<file path="config.mk">
export PLATFORM = sky130hd
export DESIGN_NAME = soil_moisture_pump_controller_top
export DESIGN_NICKNAME = d
export VERILOG_FILES = /design/src/hw/rtl/smpc_pkg.sv /design/src/hw/rtl/smpc_datapath.sv /design/src/hw/rtl/smpc_ctrl.sv /design/src/hw/rtl/soil_moisture_pump_controller_top.sv
export VERILOG_INCLUDE_DIRS = /design/src /design/src/hw/rtl
export SDC_FILE = /design/constraint.sdc
export NUM_CORES = 1
export LEC_CHECK = 0
export BUFFER_PORTS_ARGS = -buffer_cell sky130_fd_sc_hd__buf_2
export CAP_MARGIN = 20
export CORE_MARGIN = 8
export CORE_UTILIZATION = 39
export CTS_BUF_LIST = sky130_fd_sc_hd__clkbuf_16
export CTS_CLUSTER_DIAMETER = 30
export DETAILED_ROUTE_END_ITERATION = 10
export REMOVE_ABC_BUFFERS = 1
export SETUP_SLACK_MARGIN = 0.02
export SLEW_MARGIN = 20
export SYNTH_ARGS = -nofsm -noshare
export SYNTH_HDL_FRONTEND = slang
export SYNTH_SLANG_ARGS = --single-unit
</file>
<file path="constraint.sdc">
create_clock -name clk -period 4.85 [get_ports clk]
set_clock_uncertainty 0.05 [all_clocks]
set_input_delay 0.97 -clock clk [delete_from_list [all_inputs] [get_ports clk]]
set_output_delay 0.97 -clock clk [all_outputs]
set_load 0.01 [all_outputs]
</file>
<file path="src/hw/rtl/soil_moisture_pump_controller_top_defines.svh">
// ----------------------------------------------------------------------------
// Assertion macros
// Shared concurrent assertion forms for the pump controller RTL.
// ----------------------------------------------------------------------------
`ifndef SOIL_MOISTURE_PUMP_CONTROLLER_TOP_DEFINES_SVH
`define SOIL_MOISTURE_PUMP_CONTROLLER_TOP_DEFINES_SVH

// Same-cycle implication, disabled during reset.
`define SMPC_ASSERT_IMPLIES(lbl, ante, cons, msg) \
    lbl: assert property (@(posedge clk) disable iff (!rst_n) (ante) |-> (cons)) \
        else $error(msg);

// Next-cycle implication, disabled during reset.
`define SMPC_ASSERT_NEXT(lbl, ante, cons, msg) \
    lbl: assert property (@(posedge clk) disable iff (!rst_n) (ante) |=> (cons)) \
        else $error(msg);

`endif

</file>
<file path="src/hw/rtl/smpc_pkg.sv">
// ----------------------------------------------------------------------------
// smpc_pkg
// Types, constants and codes shared by the pump controller modules.
// ----------------------------------------------------------------------------
package smpc_pkg;

    localparam int SENSORS = 6;
    localparam int SIDX_W  = (SENSORS > 1) ? $clog2(SENSORS) : 1;

    localparam int ACT_W   = 2;
    localparam int IDX_W   = 3;
    localparam int RAW_W   = 12;
    localparam int PCT_W   = 7;
    localparam int TIME_W  = 16;
    localparam int RUN_W   = 32;
    localparam int NUM_W   = 19;
    localparam int STEP_W  = 3;
    localparam int CFG_IW  = 2;
    localparam int CFG_W   = 16;

    localparam logic [PCT_W-1:0]  FULL_PERCENT = 7'd100;
    localparam logic [STEP_W-1:0] LAST_STEP    = 3'(PCT_W - 1);

    localparam logic [ACT_W-1:0] ACT_TICK   = 2'd0;
    localparam logic [ACT_W-1:0] ACT_SAMPLE = 2'd1;
    localparam logic [ACT_W-1:0] ACT_MANUAL = 2'd2;

    localparam logic [CFG_IW-1:0] CFG_AIR       = 2'd0;
    localparam logic [CFG_IW-1:0] CFG_WATER     = 2'd1;
    localparam logic [CFG_IW-1:0] CFG_THRESHOLD = 2'd2;
    localparam logic [CFG_IW-1:0] CFG_PUMP_TIME = 2'd3;

    localparam logic [RAW_W-1:0]  AIR_RESET       = 12'd3000;
    localparam logic [RAW_W-1:0]  WATER_RESET     = 12'd1200;
    localparam logic [PCT_W-1:0]  THRESHOLD_RESET = 7'd40;
    localparam logic [TIME_W-1:0] PUMP_TIME_RESET = 16'd10;

    typedef enum logic [2:0] {
        ST_IDLE,
        ST_MUL,
        ST_DIV,
        ST_STORE,
        ST_EVAL,
        ST_DONE
    } ctrl_state_t;

    typedef struct packed {
        logic [ACT_W-1:0] action;
        logic [IDX_W-1:0] sensor_index;
        logic [RAW_W-1:0] raw_value;
        logic             last_sample;
    } req_t;

    typedef struct packed {
        logic [PCT_W-1:0] percent;
        logic             pump_on;
        logic             green_led;
        logic             red_led;
        logic             pump_started;
        logic             pump_stopped;
        logic [RUN_W-1:0] run_count;
    } rsp_t;

    typedef struct packed {
        logic              load;
        logic              mul;
        logic              div;
        logic [STEP_W-1:0] step;
        logic              store;
        logic              eval;
    } dp_cmd_t;

    typedef struct packed {
        logic is_sample;
        logic need_div;
    } dp_status_t;

endpackage

</file>
<file path="src/hw/rtl/smpc_datapath.sv">
// ----------------------------------------------------------------------------
// smpc_datapath
// Settings, sample conversion with a serial divider, sensor store and pump state.
// ----------------------------------------------------------------------------
`include "soil_moisture_pump_controller_top_defines.svh"

module smpc_datapath
    import smpc_pkg::*;
(
    input  logic              clk,
    input  logic              rst_n,
    input  req_t              req_data,
    input  logic              cfg_we,
    input  logic [CFG_IW-1:0] cfg_index,
    input  logic [CFG_W-1:0]  cfg_data,
    input  dp_cmd_t           cmd,
    output dp_status_t        status,
    output rsp_t              rsp_data
);

    logic [RAW_W-1:0]  air_reg;
    logic [RAW_W-1:0]  water_reg;
    logic [PCT_W-1:0]  thr_reg;
    logic [TIME_W-1:0] pump_time_reg;

    req_t              item_reg;
    logic [PCT_W-1:0]  pct_reg;
    logic [NUM_W-1:0]  rem_reg;
    logic [RAW_W-1:0]  div_reg;
    logic [PCT_W-1:0]  sensor_pct_reg [SENSORS];

    logic              run_reg;
    logic              run_next;
    logic [TIME_W-1:0] secs_reg;
    logic [TIME_W-1:0] secs_next;
    logic [RUN_W-1:0]  runs_reg;
    logic [RUN_W-1:0]  runs_next;
    logic              green_reg;
    logic              green_next;
    logic              red_reg;
    logic              red_next;
    rsp_t              rsp_reg;
    rsp_t              rsp_next;

    logic              is_sample;
    logic              raw_dry;
    logic              raw_wet;
    logic [RAW_W-1:0]  diff;
    logic [NUM_W-1:0]  shifted;
    logic              any_low;
    logic              started;
    logic              stopped;

    always_ff @(posedge clk or negedge rst_n)
    begin
        if (!rst_n)
        begin
            air_reg       <= AIR_RESET;
            water_reg     <= WATER_RESET;
            thr_reg       <= THRESHOLD_RESET;
            pump_time_reg <= PUMP_TIME_RESET;
        end
        else if (cfg_we)
        begin
            unique case (cfg_index)
                CFG_AIR:       air_reg       <= cfg_data[RAW_W-1:0];
                CFG_WATER:     water_reg     <= cfg_data[RAW_W-1:0];
                CFG_THRESHOLD: thr_reg       <= cfg_data[PCT_W-1:0];
                CFG_PUMP_TIME: pump_time_reg <= cfg_data[TIME_W-1:0];
                default:       air_reg       <= air_reg;
            endcase
        end
    end

    assign is_sample = (item_reg.action == ACT_SAMPLE);
    assign raw_dry   = (item_reg.raw_value >= air_reg);
    assign raw_wet   = (item_reg.raw_value <= water_reg);
    assign diff      = air_reg - item_reg.raw_value;
    assign shifted   = NUM_W'(div_reg) << cmd.step;

    assign status.is_sample = is_sample;
    assign status.need_div  = !raw_dry && !raw_wet;

    always_ff @(posedge clk)
    begin
        if (cmd.load)
        begin
            item_reg <= req_data;
        end
        if (cmd.mul)
        begin
            rem_reg <= NUM_W'(diff) * NUM_W'(FULL_PERCENT);
            div_reg <= air_reg - water_reg;
            if (raw_dry)
            begin
                pct_reg <= '0;
            end
            else if (raw_wet)
            begin
                pct_reg <= FULL_PERCENT;
            end
            else
            begin
                pct_reg <= '0;
            end
        end
        else if (cmd.div)
        begin
            if (rem_reg >= shifted)
            begin
                rem_reg           <= rem_reg - shifted;
                pct_reg[cmd.step] <= 1'b1;
            end
        end
        if (cmd.eval)
        begin
            rsp_reg <= rsp_next;
        end
    end

    always_ff @(posedge clk or negedge rst_n)
    begin
        if (!rst_n)
        begin
            for (int i = 0; i < SENSORS; i++)
            begin
                sensor_pct_reg[i] <= '0;
            end
        end
        else if (cmd.store && (32'(item_reg.sensor_index) < SENSORS))
        begin
            sensor_pct_reg[SIDX_W'(item_reg.sensor_index)] <= pct_reg;
        end
    end

    always_comb
    begin
        any_low = 1'b0;
        for (int i = 0; i < SENSORS; i++)
        begin
            if (sensor_pct_reg[i] < thr_reg)
            begin
                any_low = 1'b1;
            end
        end
    end

    always_comb
    begin
        run_next   = run_reg;
        secs_next  = secs_reg;
        runs_next  = runs_reg;
        green_next = green_reg;
        red_next   = red_reg;
        started    = 1'b0;
        stopped    = 1'b0;

        case (item_reg.action)
            ACT_TICK:
            begin
                if (run_reg && (secs_reg != '1))
                begin
                    secs_next = secs_reg + 1'b1;
                end
            end
            ACT_SAMPLE:
            begin
                if (item_reg.last_sample && !run_reg)
                begin
                    if (any_low)
                    begin
                        run_next   = 1'b1;
                        green_next = 1'b0;
                        red_next   = 1'b1;
                        secs_next  = '0;
                        started    = 1'b1;
                    end
                    else
                    begin
                        green_next = 1'b1;
                        red_next   = 1'b0;
                    end
                end
            end
            ACT_MANUAL:
            begin
                run_next   = 1'b1;
                green_next = 1'b0;
                red_next   = 1'b1;
                secs_next  = '0;
                started    = 1'b1;
            end
            default:
            begin
                run_next = run_reg;
            end
        endcase

        if (run_next && (secs_next >= pump_time_reg))
        begin
            run_next   = 1'b0;
            green_next = 1'b1;
            red_next   = 1'b0;
            secs_next  = '0;
            stopped    = 1'b1;
            if (runs_reg != '1)
            begin
                runs_next = runs_reg + 1'b1;
            end
        end

        rsp_next.percent      = is_sample ? pct_reg : '0;
        rsp_next.pump_on      = run_next;
        rsp_next.green_led    = green_next;
        rsp_next.red_led      = red_next;
        rsp_next.pump_started = started;
        rsp_next.pump_stopped = stopped;
        rsp_next.run_count    = runs_next;
    end

    always_ff @(posedge clk or negedge rst_n)
    begin
        if (!rst_n)
        begin
            run_reg   <= 1'b0;
            secs_reg  <= '0;
            runs_reg  <= '0;
            green_reg <= 1'b0;
            red_reg   <= 1'b0;
        end
        else if (cmd.eval)
        begin
            run_reg   <= run_next;
            secs_reg  <= secs_next;
            runs_reg  <= runs_next;
            green_reg <= green_next;
            red_reg   <= red_next;
        end
    end

    assign rsp_data = rsp_reg;

    `SMPC_ASSERT_IMPLIES(a_run_leds, run_reg, red_reg && !green_reg, "pump running, no red")
    `SMPC_ASSERT_NEXT(a_pct_range, cmd.div, pct_reg <= FULL_PERCENT, "percent above full scale")
    `SMPC_ASSERT_IMPLIES(a_led_excl, green_reg, !red_reg, "both leds lit")

endmodule

</file>
<file path="src/hw/rtl/smpc_ctrl.sv">
// ----------------------------------------------------------------------------
// smpc_ctrl
// Sequencer: accepts a request, steps the datapath, presents the response.
// ----------------------------------------------------------------------------
`include "soil_moisture_pump_controller_top_defines.svh"

module smpc_ctrl
    import smpc_pkg::*;
(
    input  logic       clk,
    input  logic       rst_n,
    input  logic       req_valid,
    output logic       req_ready,
    output logic       rsp_valid,
    input  logic       rsp_ready,
    input  dp_status_t status,
    output dp_cmd_t    cmd
);

    ctrl_state_t       state_reg;
    ctrl_state_t       state_next;
    logic [STEP_W-1:0] step_reg;
    logic [STEP_W-1:0] step_next;

    always_ff @(posedge clk or negedge rst_n)
    begin
        if (!rst_n)
        begin
            state_reg <= ST_IDLE;
            step_reg  <= '0;
        end
        else
        begin
            state_reg <= state_next;
            step_reg  <= step_next;
        end
    end

    always_comb
    begin
        state_next = state_reg;
        step_next  = step_reg;
        cmd        = '0;
        cmd.step   = step_reg;
        req_ready  = 1'b0;
        rsp_valid  = 1'b0;

        unique case (state_reg)
            ST_IDLE:
            begin
                req_ready = 1'b1;
                if (req_valid)
                begin
                    cmd.load   = 1'b1;
                    state_next = ST_MUL;
                end
            end
            ST_MUL:
            begin
                cmd.mul = 1'b1;
                if (!status.is_sample)
                begin
                    state_next = ST_EVAL;
                end
                else if (status.need_div)
                begin
                    step_next  = LAST_STEP;
                    state_next = ST_DIV;
                end
                else
                begin
                    state_next = ST_STORE;
                end
            end
            ST_DIV:
            begin
                cmd.div = 1'b1;
                if (step_reg == '0)
                begin
                    state_next = ST_STORE;
                end
                else
                begin
                    step_next = step_reg - 1'b1;
                end
            end
            ST_STORE:
            begin
                cmd.store  = 1'b1;
                state_next = ST_EVAL;
            end
            ST_EVAL:
            begin
                cmd.eval   = 1'b1;
                state_next = ST_DONE;
            end
            ST_DONE:
            begin
                rsp_valid = 1'b1;
                if (rsp_ready)
                begin
                    state_next = ST_IDLE;
                end
            end
            default:
            begin
                state_next = ST_IDLE;
            end
        endcase
    end

    `SMPC_ASSERT_NEXT(a_accept_mul, req_valid && req_ready, state_reg == ST_MUL, "no conversion")
    `SMPC_ASSERT_IMPLIES(a_one_item, req_ready, !rsp_valid, "request taken while response pending")
    `SMPC_ASSERT_NEXT(a_eval_done, cmd.eval, rsp_valid, "evaluation not followed by response")

endmodule

</file>
<file path="src/hw/rtl/soil_moisture_pump_controller_top.sv">
// ----------------------------------------------------------------------------
// soil_moisture_pump_controller_top
// Soil moisture pump controller: sample conversion, round check, pump timing.
// ----------------------------------------------------------------------------
//  channel   handshake              payload
//  req       req_valid/req_ready    req_data  (req_t: action, sensor, raw, last)
//  rsp       rsp_valid/rsp_ready    rsp_data  (rsp_t: percent, pump and led state)
//  cfg       cfg_we                 cfg_index, cfg_data
//
//  rsp_valid rises in DONE, reached via MUL and EVAL for a tick, manual start or
//  unused action, via MUL, STORE and EVAL for a sample at a range end, and via MUL,
//  the 7-step divider in DIV, STORE and EVAL for any other sample.
//  One request at a time; req_ready is high only with no response pending.
//  A stalled response holds until rsp_ready; reset restores settings, sensor store and pump state.
// ----------------------------------------------------------------------------
module soil_moisture_pump_controller_top
    import smpc_pkg::*;
(
    input  logic              clk,
    input  logic              rst_n,
    input  logic              req_valid,
    output logic              req_ready,
    input  req_t              req_data,
    output logic              rsp_valid,
    input  logic              rsp_ready,
    output rsp_t              rsp_data,
    input  logic              cfg_we,
    input  logic [CFG_IW-1:0] cfg_index,
    input  logic [CFG_W-1:0]  cfg_data
);

    dp_cmd_t    cmd;
    dp_status_t status;

    smpc_ctrl u_ctrl (
        .clk       (clk),
        .rst_n     (rst_n),
        .req_valid (req_valid),
        .req_ready (req_ready),
        .rsp_valid (rsp_valid),
        .rsp_ready (rsp_ready),
        .status    (status),
        .cmd       (cmd)
    );

    smpc_datapath u_datapath (
        .clk       (clk),
        .rst_n     (rst_n),
        .req_data  (req_data),
        .cfg_we    (cfg_we),
        .cfg_index (cfg_index),
        .cfg_data  (cfg_data),
        .cmd       (cmd),
        .status    (status),
        .rsp_data  (rsp_data)
    );

endmodule
</file>
Yosys cells after proc, flatten, opt, wreduce, memory -nomap -nowiden
Index checks and enable logic that the tools add are counted.
{ "totals": {"reg_bits": 246, "output_inout_bits": 46, "elab_cells": 159, "inputBits": 41} }
{ "classes": {"n_bitwise": 2, "reduce_logical": 25, "shift": 1, "n_addsub": 6, "multipliers": 1, "mux": 59, "n_eq_ne": 18, "magnitude_cmp": 15} }
{ "ops": {"columns": ["cell", "count"], "rows": [
  ["2-to-1 mux 16 bit", 4],
  ["2-to-1 mux 32 bit", 2],
  ["2-to-1 mux 19 bit", 3],
  ["case mux 16 bit (3 select lines)", 1],
  ["bitwise mux 42 bit", 1],
  ["< comparator 7 bit", 6],
  ["2-to-1 mux 7 bit", 6],
  ["adder 32 x 1 -> 32 bit, second input constant", 1],
  ["!= test 32 bit, second input constant", 1],
  ["2-to-1 mux 1 bit", 27],
  ["subtractor 12 bit", 2],
  ["demux 7 bit (select 3 bit)", 1],
  ["2-to-1 mux 3 bit", 7],
  ["greater-or-equal comparator 19 bit", 1],
  ["<< shifter 12 x 3 -> 19 bit", 1],
  ["subtractor 19 bit", 1],
  ["case mux 3 bit (6 select lines)", 1],
  ["multiplier 12 x 5 -> 17 bit, second input constant", 1],
  ["adder 16 x 1 -> 16 bit, second input constant", 1],
  ["greater-or-equal comparator 16 bit", 1],
  ["!= test 16 bit, second input constant", 1],
  ["greater-or-equal comparator 12 bit", 1],
  ["less-or-equal comparator 12 bit", 1],
  ["AND reduction 2 bit", 6],
  ["other kinds (25)", 49]
]} }

Depth between registers and ports, before layout
{ "depth": {"depth_word": 13, "depth_mapped": 23} }

Cells and area by module
Synthesis repeated with hierarchy kept, for this count alone.
{ "hier_totals": {"hier_cells": 1496, "area_unflattened_um2": 15971.6} }
{ "by_module_without_submodules": {"columns": ["mod", "n_inst", "seq_area_each_um2", "area_each_um2", "cells_per_inst"], "rows": [
  ["smpc_datapath", 1, 6505.0, 15577.4, 1450],
  ["smpc_ctrl", 1, 150.1, 394.1, 46]
]} }

Worst setup path before layout
OpenSTA, ideal clock, no wires.
{ "synth_timing": {"path_type": "register to register", "startpoint": "reg u_datapath.item_reg[2] (netlist name)", "endpoint": "reg u_datapath.rem_reg[18] (data pin)", "path_buffers": 0, "setup_ns": 0.271, "t_arrival_ns": 4.413, "required_ns": 4.529, "setup_slack_ns": 0.115, "path_stages_with_launch": 23, "cell_sequence": "edfxtp_1 -> inv_1 -> ha_1 -> nor2b_1 -> o21ai_0 -> a21boi_0 -> o211ai_1 -> nand2_1 -> a21oi_1 -> xnor2_1 -> ha_1 -> ha_1 -> inv_1 -> fa_1 -> inv_1 -> ha_1 -> or4_1 -> a31oi_1 -> nor2b_1 -> o21ai_0 -> a21oi_1 -> xnor2_1 -> o22ai_1"} }
{ "synth_via": {"elab_chain_cells": 3} }
{ "synth_lines": {"columns": ["item", "line", "rtl"], "rows": [
  ["start: declaration", "smpc_datapath.sv:26", "req_t item_reg;"],
  ["start signal: assignment", "smpc_datapath.sv:88", "item_reg <= req_data;"],
  ["subtractor 12 bit", "smpc_datapath.sv:78", "assign diff = air_reg - item_reg.raw_value;"],
  ["multiplier 12 x 5 -> 17 bit", "smpc_datapath.sv:92", "rem_reg <= NUM_W'(diff) * NUM_W'(FULL_PERCENT);"],
  ["2-to-1 mux 19 bit", "smpc_datapath.sv:90", "if (cmd.mul)"],
  ["end signal: assignment", "smpc_datapath.sv:92", null],
  ["end signal: assignment", "smpc_datapath.sv:111", "rem_reg <= rem_reg - shifted;"],
  ["end: declaration", "smpc_datapath.sv:28", "logic [NUM_W-1:0] rem_reg;"]
]} }
Every way passes these cells.
A chain may end at the register's enable or synchronous reset.

Worst setup path in the final report
{ "layout_timing": {"startpoint": "reg u_datapath.air_reg[0]", "endpoint": "reg u_datapath.rem_reg[18] (data pin)"} }
{ "layout_via": {"elab_chain_cells": 3} }
{ "layout_lines": {"columns": ["item", "line", "rtl"], "rows": [
  ["start: declaration", "smpc_datapath.sv:21", "logic [RAW_W-1:0] air_reg;"],
  ["start signal: assignment", "smpc_datapath.sv:66", "CFG_AIR: air_reg <= cfg_data[RAW_W-1:0];"],
  ["start signal: assignment", "smpc_datapath.sv:70", "default: air_reg <= air_reg;"],
  ["subtractor 12 bit", "smpc_datapath.sv:78", null],
  ["multiplier 12 x 5 -> 17 bit", "smpc_datapath.sv:92", null],
  ["2-to-1 mux 19 bit", "smpc_datapath.sv:90", null]
]} }
Every way passes these cells.

==> flow_metrics.env <==
export IMPL_status="finished, final reports clean"
export IMPL_synth_cells=1455
export IMPL_final_area_um2=19000
export IMPL_gp_congestion=0.858
export IMPL_dp_cells=2067
export IMPL_required_ns=5.07
export IMPL_synth_top_family_by_area="adder cells"
export IMPL_synth_edff_count=98
export IMPL_gr_total_overflow=0
export IMPL_min_period_ns=4.75
export IMPL_syn_cell_area_um2=15300
export IMPL_synth_mux_area_share_pct=7.80
export IMPL_antenna_found_initial=1
export IMPL_maxCapViolCount=0
export IMPL_max_freq_mhz=211
export IMPL_maxSlewViolCount=0
export IMPL_drt_pass1_iterations=6
export IMPL_numPortBuffers=86
export IMPL_grt_max_degree=75
export IMPL_insertion_delay_ns=0.57
export IMPL_synth_avg_cell_area_um2=10.5
export IMPL_synth_cell_types=73
export IMPL_cpMostUsedCell="inv_2"
export IMPL_largest_reg_flops=44
export IMPL_synth_seq_cells=246
export IMPL_rsz0062_at_grt="yes"
export IMPL_synthArstFlopShare_pct=59.3
export IMPL_numCtsBuffers=55
export IMPL_slew_headroom_pct=24.2
export IMPL_dpl_cell_area_um2=16700
export IMPL_clk_root_buffer_cell="clkbuf_16"
export IMPL_worstPathCellList="inv_2 -> ha_4 -> inv_2 -> fa_2 -> a21oi_2 -> nor2b_1 -> nor2_1 -> xnor2_2 -> ha_1 -> ha_1 -> inv_1 -> fa_1 -> inv_2 -> ha_4 -> nand2_2 -> o21ai_2 -> or4_4 -> a31oi_4 -> nor2b_1 -> o21ai_1 -> a21oi_2 -> xnor2_1 -> o22ai_1"
export IMPL_io_pins=87
export IMPL_grt_pass1_vias=11600
export IMPL_ys_warn_count=0
export IMPL_vdd_ir_drop_worst_mv=0.792
export IMPL_finalCritPeriodShare_pct=97.8
export IMPL_final_cells=2182
export IMPL_cts_buffer_depth=3
export IMPL_clkSinkCount=246
export IMPL_synth_compound_area_share_pct=11.6
export IMPL_setup_ws_ns=0.104
export IMPL_drt_iter0_drc=735
export IMPL_die_w_um=214
export IMPL_end_kind="flip-flop"
export IMPL_crit_end="u_datapath.rem_reg[18]"
export IMPL_gr_usage_all_layers_pct=15.9
export IMPL_grt_pass1_wl_um=61100
export IMPL_synth_simple_gate_area_share_pct=13.0
export IMPL_worstSetupPathType="reg -> reg"
export IMPL_cp_arrival_ns=4.96
export IMPL_layout_commonest_cell="ha_1"
export IMPL_regToRegEndpoint="u_datapath.rem_reg[18]"
export IMPL_powerDensity_nw_per_um2=855
export IMPL_fp_dieH_um=214
export IMPL_area_delta_synth_final_pct=24.2
export IMPL_tightest_slew_ns=1.12
export IMPL_critPathMaxStageDelay_ns=0.52
export IMPL_hold_violations=0
export IMPL_setup_violations=0
export IMPL_crit_fanout=3
export IMPL_wire_per_inst_um=17.2
export IMPL_yosysSeqAreaShare_pct=43.5
export IMPL_synth_xor_area_share_pct=6.24
export IMPL_leakage_nw=8.80
export IMPL_cp_slowest_cell="or4_4"
export IMPL_drc=0
export IMPL_finalPower_mw=16.3
export IMPL_synth_flop_cell="dfrtp_1"
export IMPL_vias=11400
export IMPL_cts_tree="yes"
export IMPL_fin_hold_ws_ns=0.376
export IMPL_layout_common_cells="146 x ha_1, 131 x dfrtp_1, 112 x inv_1"
export IMPL_row_count=72
export IMPL_drt_total_wl_um=37500
export IMPL_ant_nets=0
export IMPL_die_area_um2=45800
export IMPL_diodes=0
export IMPL_worst_r2r_cell_count=23
export IMPL_drive_above_1_share_pct=25.2
export IMPL_synth_fa_ha_area_share_pct=13.9
export IMPL_start_util_pct=39.5
export IMPL_r2r_start="u_datapath.air_reg[0]"
export IMPL_dp_slack_ns=-0.139
export IMPL_core_area_um2=38700
export IMPL_nNetsFinal=1823
export IMPL_htreeDepth=2
export IMPL_hold_path_class="in -> async"
export IMPL_avgViaCountPerCell=5.24
export IMPL_path_clk_slew_ns=0.05
export IMPL_r2r_slack_ns=0.10
export IMPL_startpoint="u_datapath.air_reg[0]"
export IMPL_cp_start_kind="flip-flop"
export IMPL_hpwl_um=26800
-- cell families (layout without fill, tap and decap cells) --
logic type,count (synthesis),in the layout
AOI/OAI and AO/OA,276,276
xor gates and xnor gates,109,109
adders and majority gates,164,164
buffers and inverters,158,367
DFF,246,246
muxes,107,107
and+or+nand+nor,395,395
-- power breakdown --
group	internal, mW	leakage (nW)	switching, mW
sequential	2.96	2.85	0.398
combinational	4.23	4.99	4.89
clock	2.54	0.958	1.24
total	9.73	8.80	6.53
-- layout make-up --
| type | count | area, um^2 |
|---|---|---|
| Sequential cell | 246 | 6660 |
| Tap cell | 518 | 648 |
| Clock inverter | 47 | 528 |
| Clock buffer | 56 | 1400 |
| Timing Repair Buffer | 151 | 997 |
| Fill cell | 3531 | 19700 |
| Inverter | 113 | 427 |
| Multi-Input combinational cell | 1051 | 8360 |
-- cell usage after synthesis (10+ instances only) --
library cell,instances,area share (%)
o22ai_1,16,0.65
mux2i_1,18,1.2
nor2b_1,21,0.86
nand2b_1,16,0.65
a211oi_1,10,0.49
o21ai_0,64,2.1
nor4_1,14,0.57
nor3_1,33,1.1
xnor2_1,55,3.1
nand4_1,29,1.2
clkbuf_1,37,0.91
nand3_1,43,1.4
dfstp_2,15,2.6
fa_1,10,1.3
mux2_2,88,6.5
and2_1,13,0.53
nor2_1,80,2.0
a22o_1,13,0.74
a21oi_1,70,2.3
xor2_1,54,3.1
nand2_1,103,2.5
a21o_1,27,1.3
inv_1,111,2.7
dfrtp_1,131,21
ha_1,154,13
edfxtp_1,98,19
-- critical path, delay by kind of cell, from the launching register on --
kind / cells / cell delay, ns
adders and majority gates: 6 / 1.81
AOI/OAI and AO/OA: 6 / 0.82
DFF: 1 / 0.36
and+or+nand+nor: 5 / 0.86
xor gates and xnor gates: 2 / 0.35
buffers and inverters: 4 / 0.21
-- through the flow --
step | utilization [%] | TNS, ns
CTS | 48.1 | 0
global placement | 43.0 | -0.0664
finish | 49.1 | 0
detailed placement | 43.0 | -0.360
floorplan | - | -24.81
global route | 49.1 | -0.285
-- worst min path at each step --
stage / from / endpoint / slack [ns]
finish: rst_n / u_datapath.sensor_pct_reg[3] / 0.38
global route: rst_n / u_datapath.sensor_pct_reg[5] / 0.43
CTS: rst_n / u_datapath.sensor_pct_reg[3] / 0.40
detailed placement: u_datapath.rem_reg[0] / u_datapath.rem_reg[0] / 0.41
global placement: u_datapath.rem_reg[0] / u_datapath.rem_reg[0] / 0.40
floorplan: u_datapath.rem_reg[0] / u_datapath.rem_reg[0] / 0.39
-- layer usage --
layer | track usage (%) | wire [um]
met1 | 21.5 | 17500
met2 | 25.9 | 17700
met3 | 2.48 | 1360
met4 | 4.98 | 919
met5 | 0 | 0
-- repair_timing --
action | CTS | global route
hold buffers | 0 | 0
resized for setup | 9 | 60
setup buffers | 0 | 10
pin swaps | 3 | 38
endpoints found under the setup margin | 3 | 90
gates cloned | 0 | 2
(Power assumes the default switching activity.)
